**src/rtl/vsd_pkg.sv**
```systemverilog
package vsd_pkg;

	localparam int LABEL_BITS = 4;
	localparam int PATH_BITS  = 32;
	localparam int CFG_BITS   = 5;
	localparam logic [CFG_BITS-1:0] LABEL_COUNT_RESET = 5'd16;

	typedef enum logic {
		ITEM_TRANS,
		ITEM_EMIT
	} item_kind_t;

	typedef struct packed {
		item_kind_t                    kind;
		logic [LABEL_BITS-1:0]         from_lbl;
		logic [LABEL_BITS-1:0]         to_lbl;
		logic signed [PATH_BITS-1:0]   score;
		logic                          seq_end;
	} vsd_item_t;

	typedef enum logic [3:0] {
		ST_CLEAR,
		ST_IDLE,
		ST_ACS,
		ST_ACS_DRAIN,
		ST_UPDATE,
		ST_ADVANCE,
		ST_ARGMAX,
		ST_TB_RD,
		ST_TB_WR,
		ST_EM_RD,
		ST_EM_OUT
	} vsd_state_t;

	function automatic logic signed [PATH_BITS-1:0] sat_add(
		input logic signed [PATH_BITS-1:0] a,
		input logic signed [PATH_BITS-1:0] b
	);
		logic signed [PATH_BITS:0] s;
		s = {a[PATH_BITS-1], a} + {b[PATH_BITS-1], b};
		if (s[PATH_BITS] != s[PATH_BITS-1]) begin
			return s[PATH_BITS] ? {1'b1, {(PATH_BITS-1){1'b0}}}
			                    : {1'b0, {(PATH_BITS-1){1'b1}}};
		end
		return s[PATH_BITS-1:0];
	endfunction

endpackage

```
**src/rtl/vsd_front.sv**
```systemverilog
module vsd_front
	import vsd_pkg::*;
#(
	parameter int MAX_LABELS = 16,
	parameter int SCORE_BITS = 24,
	parameter int LCW        = 5
) (
	input  logic                         clk,
	input  logic                         arst_n,
	input  logic                         in_valid,
	output logic                         in_ready,
	input  logic                         mode,
	input  logic [LABEL_BITS-1:0]        from_label,
	input  logic [LABEL_BITS-1:0]        to_label,
	input  logic signed [SCORE_BITS-1:0] score,
	input  logic                         sequence_end,
	input  logic [LCW-1:0]               lc,
	input  logic                         clearing,
	output logic                         q_valid,
	input  logic                         q_ready,
	output vsd_item_t                    q_item
);

	vsd_item_t  entry_q [2];
	logic       wr_ptr_q;
	logic       rd_ptr_q;
	logic [1:0] cnt_q;
	logic       keep;
	logic       push;
	logic       pop;
	vsd_item_t  item;

	// Transitions outside the table and emissions for unused labels are dropped here.
	always_comb begin
		item.kind     = mode ? ITEM_EMIT : ITEM_TRANS;
		item.from_lbl = from_label;
		item.to_lbl   = to_label;
		item.score    = PATH_BITS'(score);
		item.seq_end  = sequence_end;
		if (mode) begin
			keep = (32'(to_label) < 32'(lc));
		end else begin
			keep = (32'(from_label) < 32'(MAX_LABELS)) && (32'(to_label) < 32'(MAX_LABELS));
		end
	end

	assign in_ready = (cnt_q != 2'd2) && !clearing;
	assign push     = in_valid && in_ready && keep;
	assign q_valid  = (cnt_q != 2'd0);
	assign pop      = q_valid && q_ready;
	assign q_item   = entry_q[rd_ptr_q];

	always_ff @(posedge clk or negedge arst_n) begin
		if (!arst_n) begin
			wr_ptr_q <= 1'b0;
			rd_ptr_q <= 1'b0;
			cnt_q    <= 2'd0;
		end else begin
			if (push) begin
				wr_ptr_q <= !wr_ptr_q;
			end
			if (pop) begin
				rd_ptr_q <= !rd_ptr_q;
			end
			if (push && !pop) begin
				cnt_q <= cnt_q + 2'd1;
			end else if (pop && !push) begin
				cnt_q <= cnt_q - 2'd1;
			end
		end
	end

	always_ff @(posedge clk) begin
		if (push) begin
			entry_q[wr_ptr_q] <= item;
		end
	end

endmodule

```
**config.mk**
```make
export PLATFORM = sky130hd
export DESIGN_NAME = vsd_front
export DESIGN_NICKNAME = d
export VERILOG_FILES = /design/src/rtl/vsd_pkg.sv /design/src/rtl/vsd_front.sv
export SDC_FILE = /design/constraint.sdc
export NUM_CORES = 1
export LEC_CHECK = 0
export BUFFER_PORTS_ARGS = -buffer_cell sky130_fd_sc_hd__buf_2
export CORE_ASPECT_RATIO = 0.9
export CORE_MARGIN = 2
export CORE_UTILIZATION = 44
export CTS_BUF_LIST = sky130_fd_sc_hd__clkbuf_4 sky130_fd_sc_hd__clkbuf_8
export CTS_CLUSTER_SIZE = 12
export DETAILED_ROUTE_END_ITERATION = 12
export PLACE_DENSITY_LB_ADDON = 0.12
export SLEW_MARGIN = 20
export SYNTH_ARGS = -nofsm -noshare
export SYNTH_HDL_FRONTEND = slang
export SYNTH_SLANG_ARGS = --single-unit
```
**constraint.sdc**
```tcl
create_clock -name clk -period 2.9 [get_ports clk]
set_clock_uncertainty 0.1 [all_clocks]
set_input_delay 0.725 -clock clk [delete_from_list [all_inputs] [get_ports clk]]
set_output_delay 0.725 -clock clk [all_outputs]
set_load 0.05 [all_outputs]
```
* Yosys cells after proc, flatten, opt, wreduce, memory -nomap -nowiden
Memory sizes are Yosys's and may differ from the RTL's. Index checks and enable logic that the tools add are counted. Widths: inputs -> output; s select.
Cells by class: $add $sub $neg 2, multipliers 0, divide/modulo/power cells 0, order comparisons 1, equality and inequality tests 1, shift operators 0, mux-type cells 6, bitwise gates (word level) 0, reduce and logical (&&, ||, !) cells 13
Operator list (count):
- $logic_and 1x1->1 | 6
- $logic_not 1->1 | 5
- $lt 4x5->1 | 1
- $mux 1 | 4
- $mux 2 | 2
- $reduce_bool 2->1 | 2
- $add 2x1->2 const B | 1
- $ne 2x2->1 const B | 1
- $sub 2x1->2 const B | 1
Storage, ports and cells: register bits after elaboration 4, latch bits 0, memory bits (writable) 84, bits in read-only memories 0, input bits 44, output and inout port bits 44, logic and storage cells 27, memories kept 1
Memories:
- entry_q | depth 2, width 42, read ports 1, clocked after memory_dff 0, wr ports 1, RTL line vsd_front.sv:24 | vsd_item_t entry_q [2];

* Depth between registers and ports, before layout
Gate-level depths: netlist of run 1.
depth after elaboration 8, mapped depth 9, depth with buffers taken out 9

* Worst setup path after synthesis of run 1
OpenSTA, ideal clock, no wires.
path type input to register, from input port lc[2], to memory entry_q[0][0] (netlist bit), enable pin, setup time 0.429 ns, data arrival time 3.054 ns, required time 2.371 ns, slack -0.683 ns, stages 6, path buffers 0, cells stage by stage inv_1 ha_1 a21oi_1 o21ai_1 a31oi_4 nor2b_1
Between the ends: longest elaborated chain between the ends 5
Ends and longest elaborated chain:
- from (decl) | RTL line vsd_front.sv:17 | input logic [LCW-1:0] lc,
- $lt 4x5->1 | RTL line vsd_front.sv:41 | keep = (32'(to_label) < 32'(lc));
- $mux 1 | RTL line vsd_front.sv:40 | if (mode) begin
- $logic_and 1x1->1 | RTL line vsd_front.sv:48 | assign push = in_valid && in_ready && keep;
- named net push | RTL line vsd_front.sv:29 | logic push;
- $mux 1 | RTL line vsd_front.sv:74 | if (push) begin
- $mux 1 (not written as such) | RTL line vsd_front.sv:75 | entry_q[wr_ptr_q] <= item;
- to (decl) | RTL line vsd_front.sv:24
The timed path passes the listed nets, and every way through them passes these cells.

==> results of run 1 <==
area by class of cell:
| class | instances | area [um^2] |
|---|---|---|
| Inverter | 4 | 15.0 |
| Clock inverter | 6 | 92.6 |
| Fill cell | 506 | 2590 |
| Multi-Input combinational cell | 57 | 581 |
| Timing Repair Buffer | 94 | 488 |
| Clock buffer | 10 | 131 |
| Tap cell | 87 | 109 |
| Sequential cell | 72 | 2140 |
worst max path at each step:
| stage | startpoint | endpoint |
|---|---|---|
| floorplan | lc[2] | entry_q[1][0] |
| global placement | to_label[2] | entry_q[0][9] |
| detailed placement | to_label[2] | entry_q[0][17] |
| CTS | rd_ptr_q | q_item[4] |
| global route | rd_ptr_q | q_item[4] |
| finish | rd_ptr_q | q_item[4] |
synthesized netlist by cell type:
| library cell | n | share of area (%) |
|---|---|---|
| edfxtp_1 | 68 | 73 |
| mux2_1 | 34 | 14 |
| buf_4 | 8 | 2.1 |
| dfrtp_1 | 4 | 3.6 |
| ha_1 | 4 | 1.8 |
| inv_1 | 4 | 0.53 |
| buf_2 | 3 | 0.53 |
| nor2b_1 | 3 | 0.67 |
| xor2_1 | 3 | 0.94 |
| a21oi_1 | 2 | 0.36 |
| nand2_1 | 2 | 0.27 |
| xnor2_1 | 2 | 0.62 |
| a221o_1 | 1 | 0.36 |
| a31oi_4 | 1 | 0.76 |
| and2_1 | 1 | 0.22 |
| clkbuf_1 | 1 | 0.13 |
| nand2b_1 | 1 | 0.22 |
| nor2_1 | 1 | 0.13 |
| o21ai_1 | 1 | 0.18 |
| or2_1 | 1 | 0.22 |
metrics by stage:
stage	worst slack, ns	hold slack [ns]	area (um^2)
5_1_grt	0.221	0.0708	3560
4_1_cts	0.298	0.0750	3560
6_report	0.335	0.0889	3560
2_1_floorplan	0.0472	0.329	2820
3_5_place_dp	0.375	0.412	3330
3_3_place_gp	0.418	0.395	3330
flip-flops by register name, indices dropped and copies added (netlist names):
register  count
entry_q      68
rd_ptr_q      1
cnt_q         2
wr_ptr_q      1
per-layer routing:
| metal | GRT usage (%) | part of all wire [%] |
|---|---|---|
| met5 | 0 | 0 |
| met4 | 6.67 | 1.2 |
| met3 | 5.48 | 6.0 |
| met2 | 25.3 | 51 |
| met1 | 17.2 | 41 |
cells in the final DEF, fill, tap and decap left out:
cell and count:
or2_1 1, and2_2 1, nor2_1 1, a221o_1 1, o21ai_1 1, clkinvlp_4 2
dfrtp_1 4, inv_6 1, clkbuf_4 1, xor2_1 3, nor2b_4 1, xnor2_1 2
inv_1 4, clkbuf_8 9, nand2_1 2, buf_4 7, ha_1 4, nor2b_1 2
edfxtp_1 68, buf_2 87, mux2_1 34, a31oi_4 1, bufinv_16 2, nand2b_1 1
clkinv_4 1, a21oi_1 2
where the power goes:
part           internal (uW)  switching (uW)  total, uW
logic                    389            1110       1500
registers               1290            69.9       1360
clock network            498             369        867
cells by family after synthesis:
kind of cell,synth area share (%)
XOR/XNOR,1.56
AO/OA/AOI/OAI,1.65
buffers and inverters,3.34
AND/OR/NAND/NOR,1.74
multiplexers,13.6
adder cells (fa/ha/maj),1.78
flip-flops,76.3
==> impl_metrics.yaml, run 1 <==
clocking:
  clk_pin_slew_worst_paths_ns: 0.07
  cts-root-to-sink-buffers: 2
  clock_tree.htree_level_count: 3
  ctsRootBufferMaster: "clkbuf_8"
  cts_sinks: 72
  cts_made_buffers: 9
  holdBufCountCts: 0
  postCtsResizedCells: 0
  clock_insertion_delay_worst_skew_ns: 0.33
  postCtsSetupBuffers: 0
  tritoncts: "built"
synth:
  syn-mean-instance-area_um2: 19.4
  postSynthCellCount: 145
  mappedNetlistArea_mm2: 0.00281
  synth.yosys.seq_area_share_pct: 76.3
  netlist-cell-type-count: 20
  synth.yosys.warnings: 0
  syn-num-nets: 193
  postSynthRegisterBits: 72
worst_setup_path:
  worstRegToRegCells: 5
  timing.critical_path.fanout_max: 12
  worst_setup_path_end_kind: "output pin"
  critPathLaunchType: "flop"
  type_of_the_setup_path_with_the_least_slack: "flop to output pin"
  critPathTopFamily: "flip-flops"
  crit_arrival_ns: 1.74
  crit_chain: "buf_4 -> mux2_1 -> buf_2"
  r2r_setup_slack_ns: 0.97
  crit_cells: 3
  regToRegEndpoint: "entry_q[0][12]"
  crit_buf_inv: 2
  crit_path_top_delay_cell: "dfrtp_1"
  critPathRequiredTime_ns: 2.08
  worst_r2r_startpoint: "cnt_q[0]"
  slowest_delay_ns: 0.55
global_routing:
  grt_pass1_vias: 1613
  grt_pass1_wl_um: 7630
  grtUsageTotal_pct: 15.1
  grt_antenna_before_repair: 0
  grt-ovfl-total: 0
  grt_start_max_net_pins: 19
die:
  floorplan.initialDensity_pct: 45.7
  dieHeight_um: 79.8
  die_area_mm2: 0.00704
  die_width_um: 88.2
  fp-row-count: 27
  io_pins: 88
  floorplan.core_area_mm2: 0.00615
job:
  cap_violations: 0
power:
  worst_ir_drop_vdd_v: 0.000397
  power_density_mw_per_mm2: 1050
  static_leakage_uw: 0.00139
  report.power.total_uw: 3730
detailed_routing:
  drt.antenna.violating_nets: 0
  wl_um: 5030
  post_drt_via_cell_ratio: 4.59
  drc: 0
  first_pass_iters: 3
  drt_first_iter_violations: 71
  detailed_route_wire_length_per_cell_um: 15.2
  via_count: 1516
timing:
  maximum_clock_frequency_ghz: 0.390
  max_slew.worst_pin.slew_ns: 0.348
  setup-violations-final: 0
  post-route-period-util_pct: 88.5
  relSlewSlack_pct: 76.8
  totalNegativeSetupSlack_ns: 0
  post-route-min-period_ns: 2.57
  rsz0062_at_grt: "false"
  report.final.slew_viol_count: 0
  final_hold_viol_count: 0
worst_hold_path:
  hold_path_class: "input port to asynchronous set/reset pin"
layout:
  finalNetCount: 286
  instances_no_fill: 330
  area_growth_pct: 26.7
  finalCoreUtilization_pct: 57.9
  antenna_cells: 0
  layout-drive-gt1-share_pct: 46.5
placement:
  numPortBuffers: 87
  place.gp.congestion: 0.693
  place.detailed.instances: 314
  hpwl_um: 3660
status:
  run_status: "completed"
Power figures use the tool's default switching activity.
==> run 2: changes to the inputs <==
CORE_UTILIZATION = 39   (was 44)
==> run 2 against run 1 <==
Compared with the run above: clock power about the same; die area increased by 12%; hold slack better by 0.0021 ns; via count down 2.6%; non-clock buffer count decreased by 2; sequential power about the same; critical path depth stayed put; total power about the same; final cell count up 1.2%; sequential cell count did not move; critical path type unchanged; largest cell class unchanged; largest power group unchanged.
==> impl_metrics.yaml, run 2 (same netlist as run 1, synthesis figures left out) <==
status:
  run_status: "completed"
power:
  switchingPower_uw: 1550
  power_switching_share_pct: 41.5
  power_frac_clock_pct: 23.2
  worst_ir_drop_vdd_v: 0.000596
  power_density_mw_per_mm2: 1040
  cell_internal_pwr_uw: 2180
  power.share.combinational_pct: 39.6
  report.power.total_uw: 3730
  p_seq_share_pct: 37.2
  static_leakage_uw: 0.00140
layout:
  finalNetCount: 284
  regArea_mm2: 0.00214
  multiInputGateArea_um2: 581
  register_with_the_most_flip_flops: "entry_q"
  finalCoreUtilization_pct: 51.1
  fill_cells: 592
  largestRegisters: "entry_q (68), cnt_q (2)"
  most-common-layout-cells: "buf_2 (87), edfxtp_1 (68), mux2_1 (34), clkbuf_8 (9)"
  area_growth_pct: 27.4
  layout.cells.most_common: "buf_2"
  number_of_flip_flops_in_the_largest_register: 68
  layout-drive-gt1-share_pct: 46.5
  antenna_cells: 0
die:
  floorplan.initialDensity_pct: 40.1
  die_width_um: 93.4
  dieHeight_um: 84.5
  fp-row-count: 29
  die_area_mm2: 0.00789
  floorplan.core_area_mm2: 0.00700
  io_pins: 88
placement:
  hpwl_um: 3240
  detailedPlace.worstSlack_ns: 0.344
  place.gp.congestion: 0.688
  numPortBuffers: 87
clocking:
  clock_insertion_delay_worst_skew_ns: 0.33
  cts_made_buffers: 9
  ctsRootBufferMaster: "clkbuf_8"
  clk_pin_slew_worst_paths_ns: 0.07
  holdBufCountCts: 0
  clock_tree.htree_level_count: 3
  cts-root-to-sink-buffers: 2
  postCtsSetupBuffers: 0
  cts_sinks: 72
  postCtsResizedCells: 0
  tritoncts: "built"
detailed_routing:
  drt.antenna.violating_nets: 0
  drc: 0
  detailed_route_wire_length_per_cell_um: 14.0
  drt_first_iter_violations: 38
  wl_um: 4690
  first_pass_iters: 4
  via_count: 1477
  post_drt_via_cell_ratio: 4.42
worst_setup_path:
  timing.critical_path.fanout_max: 19
  worst_setup_path_end_kind: "output pin"
  critPathRequiredTime_ns: 2.08
  regToRegEndpoint: "entry_q[0][10]"
  type_of_the_setup_path_with_the_least_slack: "flop to output pin"
  crit_chain: "buf_12 -> mux2_1 -> buf_2"
  critPathLaunchType: "flop"
  slowest_delay_ns: 0.65
  worstRegToRegCells: 5
  worst_r2r_startpoint: "cnt_q[0]"
  crit_arrival_ns: 1.81
  r2r_setup_slack_ns: 0.97
  crit_path_top_delay_cell: "dfrtp_2"
global_routing:
  grt-ovfl-total: 0
  grt_pass1_wl_um: 7150
  grt_pass1_vias: 1459
  grtUsageTotal_pct: 12.2
  grt_antenna_before_repair: 0
  grt_start_max_net_pins: 20
timing:
  post-route-min-period_ns: 2.63
  relSlewSlack_pct: 70.0
  fin_worst_hold_slack_ns: 0.0910
  rsz0062_at_grt: "false"
  totalNegativeSetupSlack_ns: 0
  post-route-period-util_pct: 90.7
  report.final.slew_viol_count: 0
  max_slew.worst_pin.slew_ns: 0.450
  setup-violations-final: 0
  final_hold_viol_count: 0
  maximum_clock_frequency_ghz: 0.380
  final_critical_path_setup_slack_ns: 0.269
job:
  cap_violations: 0
worst_hold_path:
  hold_path_class: "input port to asynchronous set/reset pin"
-- run 2: cell types whose count changed in the layout (fill, tap and decap cells not counted) --
cell,previous run,this run
clkinvlp_4,2,0
buf_4,7,3
dfrtp_1,4,3
clkinv_2,0,1
buf_12,0,2
dfrtp_2,0,1
clkinv_4,1,2
-- run 2: how the worst max path moves through the flow --
stage / from / endpoint / slack [ns] / cells after the start
after global routing: rd_ptr_q / q_item[34] / 0.18 / 3
after CTS: rd_ptr_q / q_item[34] / 0.22 / 3
after floorplan: lc[2] / entry_q[1][0] / 0.05 / 6
after detailed placement: to_label[2] / entry_q[0][10] / 0.34 / 7
final: rd_ptr_q / q_item[34] / 0.27 / 3
after global placement: to_label[2] / entry_q[0][39] / 0.37 / 7
-- run 2: metal layers --
layer  up-vias  track usage, %  share of wire, %
met5         -               0                 0
met4         0            4.41              0.53
met3         4            4.40               5.8
met2        49            18.4                47
met1       703            16.4                47
li1        721               -                 -
-- run 2: power by group through the flow --
stage / combinational [uW] / sequential [uW] / clock, uW
final: 1480 / 1390 / 866
after global routing: 1550 / 1410 / 937
after CTS: 1500 / 1390 / 890
after detailed placement: 1490 / 1420 / 0
after global placement: 1490 / 1410 / 0
after floorplan: 1240 / 1350 / 0
-- run 2: critical path, delay by kind of cell, from the launching register on --
| kind | cells | cell delay [ns] |
|---|---|---|
| flip-flops | 1 | 0.65 |
| buffers and inverters | 2 | 0.45 |
| multiplexers | 1 | 0.36 |
-- run 2: layout make-up --
class,instances,area share [%]
Multi-Input combinational cell,57,16.2
Clock buffer,10,3.67
Inverter,4,0.420
Clock inverter,6,2.55
Timing Repair Buffer,92,13.9
Tap cell,93,3.25
Sequential cell,72,59.9
-- run 2: per-stage QoR --
stage,cells,instance area [um^2]
after floorplan,145,2820
after global placement,318,3350
after detailed placement,318,3350
after CTS,334,3580
after global routing,334,3580
final,334,3580
==> run 3: changes to the inputs <==
RECOVER_POWER = 50   (was default)
==> run 3 against run 2 <==
Compared with the run above: final area is 1.9% lower; total power is 0.75% lower; core utilization is 0.96 points lower; register-to-register slack worse by 0.31 ns; die area stayed put; hold slack better by 0.046 ns; combinational power hardly changed; non-clock buffer count stayed put; clock power hardly changed; sequential cell count stayed put; sequential power hardly changed; critical endpoint unchanged; largest power group unchanged; highest routed layer unchanged.
==> impl_metrics.yaml, run 3 (same netlist as run 1, synthesis figures left out) <==
status:
  run_status: "completed"
detailed_routing:
  via_count: 1468
  wl_um: 4690
  detailed_route_wire_length_per_cell_um: 14.0
  first_pass_iters: 4
  post_drt_via_cell_ratio: 4.40
  drt_first_iter_violations: 40
  drc: 0
  drt.antenna.violating_nets: 0
clocking:
  ctsRootBufferMaster: "clkbuf_8"
  clk_pin_slew_worst_paths_ns: 0.07
  clock_tree.htree_level_count: 3
  cts_made_buffers: 9
  postCtsSetupBuffers: 0
  cts_sinks: 72
  postCtsResizedCells: 0
  tritoncts: "built"
  cts-root-to-sink-buffers: 2
  clock_insertion_delay_worst_skew_ns: 0.33
  holdBufCountCts: 0
job:
  cap_violations: 0
timing:
  rsz0062_at_grt: "false"
  totalNegativeSetupSlack_ns: 0
  post-route-period-util_pct: 91.0
  post-route-min-period_ns: 2.64
  report.final.slew_viol_count: 0
  final_hold_viol_count: 0
  max_slew.worst_pin.slew_ns: 0.592
  setup-violations-final: 0
  relSlewSlack_pct: 60.7
  maximum_clock_frequency_ghz: 0.379
global_routing:
  grt-ovfl-total: 0
  grt_pass1_wl_um: 7150
  grt_start_max_net_pins: 20
  grtUsageTotal_pct: 12.2
  grt_pass1_vias: 1459
  grt_antenna_before_repair: 0
layout:
  finalNetCount: 284
  antenna_cells: 0
  instances_no_fill: 334
  area_growth_pct: 25.0
  regArea_mm2: 0.00214
  largestRegisters: "entry_q (68), cnt_q (2)"
  number_of_flip_flops_in_the_largest_register: 68
  fill_cells: 611
  layout-drive-gt1-share_pct: 35.7
  register_with_the_most_flip_flops: "entry_q"
  multiInputGateArea_um2: 558
  layout.cells.most_common: "edfxtp_1"
  most-common-layout-cells: "edfxtp_1 (68), buf_2 (63), mux2_1 (34), clkbuf_1 (24), clkbuf_8 (9)"
worst_setup_path:
  r2r_setup_slack_ns: 0.66
  regToRegEndpoint: "entry_q[0][11]"
  critPathRequiredTime_ns: 2.08
  crit_arrival_ns: 1.81
  worst_r2r_startpoint: "cnt_q[0]"
  timing.critical_path.fanout_max: 19
  type_of_the_setup_path_with_the_least_slack: "flop to output pin"
  critPathLaunchType: "flop"
  worstRegToRegCells: 5
  worst_setup_path_end_kind: "output pin"
die:
  die_width_um: 93.4
  die_area_mm2: 0.00789
  dieHeight_um: 84.5
  fp-row-count: 29
  io_pins: 88
  floorplan.core_area_mm2: 0.00700
  floorplan.initialDensity_pct: 40.1
placement:
  numPortBuffers: 87
  place.gp.congestion: 0.688
  hpwl_um: 3240
  place.detailed.instances: 318
power:
  static_leakage_uw: 0.00133
  worst_ir_drop_vdd_v: 0.000587
  power_density_mw_per_mm2: 1060
worst_hold_path:
  hold_path_class: "input port to asynchronous set/reset pin"
run 3: per-stage QoR:
| step | hold slack, ns | power [uW] | area (um^2) | setup slack, ns | util (%) |
|---|---|---|---|---|---|
| 2_1_floorplan | 0.329 | 2590 | 2820 | 0.0472 | - |
| 3_3_place_gp | 0.413 | 2910 | 3350 | 0.369 | 47.9 |
| 3_5_place_dp | 0.429 | 2910 | 3350 | 0.344 | 47.9 |
| 4_1_cts | 0.0798 | 3780 | 3580 | 0.220 | 51.1 |
| 5_1_grt | 0.114 | 3870 | 3510 | 0.179 | 50.1 |
| 6_report | 0.137 | 3700 | 3510 | 0.261 | 50.1 |
run 3: power by group:
part | switching [uW] | total, uW | internal (uW) | leakage (uW)
combinational | 1080 | 1450 | 376 | 0.000547
sequential | 96.6 | 1390 | 1290 | 0.000666
clock | 366 | 865 | 499 | 0.000114
total | 1540 | 3700 | 2160 | 0.00133
run 3: area by class of cell:
class	instances	area share [%]
Timing Repair Buffer	92	12.9
Sequential cell	72	61.1
Inverter	4	0.428
Tap cell	93	3.32
Multi-Input combinational cell	57	15.9
Clock inverter	6	2.60
Clock buffer	10	3.74
run 3: per-layer routing:
layer | wire length (um) | share of wire (%) | global-route usage [%]
met1 | 2180 | 46 | 16.4
met2 | 2220 | 47 | 18.4
met3 | 273 | 5.8 | 4.40
met4 | 23 | 0.49 | 4.41
met5 | 0 | 0 | 0
run 3: worst max-delay path: stages, from the launching register on:
cell	delay [ns]
dfrtp_2	0.66
buf_12	0.23
mux2_1	0.36
buf_2	0.22
run 3: worst max-delay path by stage:
stage / startpoint / end / slack, ns / cells past startpoint
floorplan: lc[2] / entry_q[1][0] / 0.05 / 6
global placement: to_label[2] / entry_q[0][39] / 0.37 / 7
detailed placement: to_label[2] / entry_q[0][10] / 0.34 / 7
CTS: rd_ptr_q / q_item[34] / 0.22 / 3
global route: rd_ptr_q / q_item[34] / 0.18 / 3
finish: rd_ptr_q / q_item[34] / 0.26 / 3
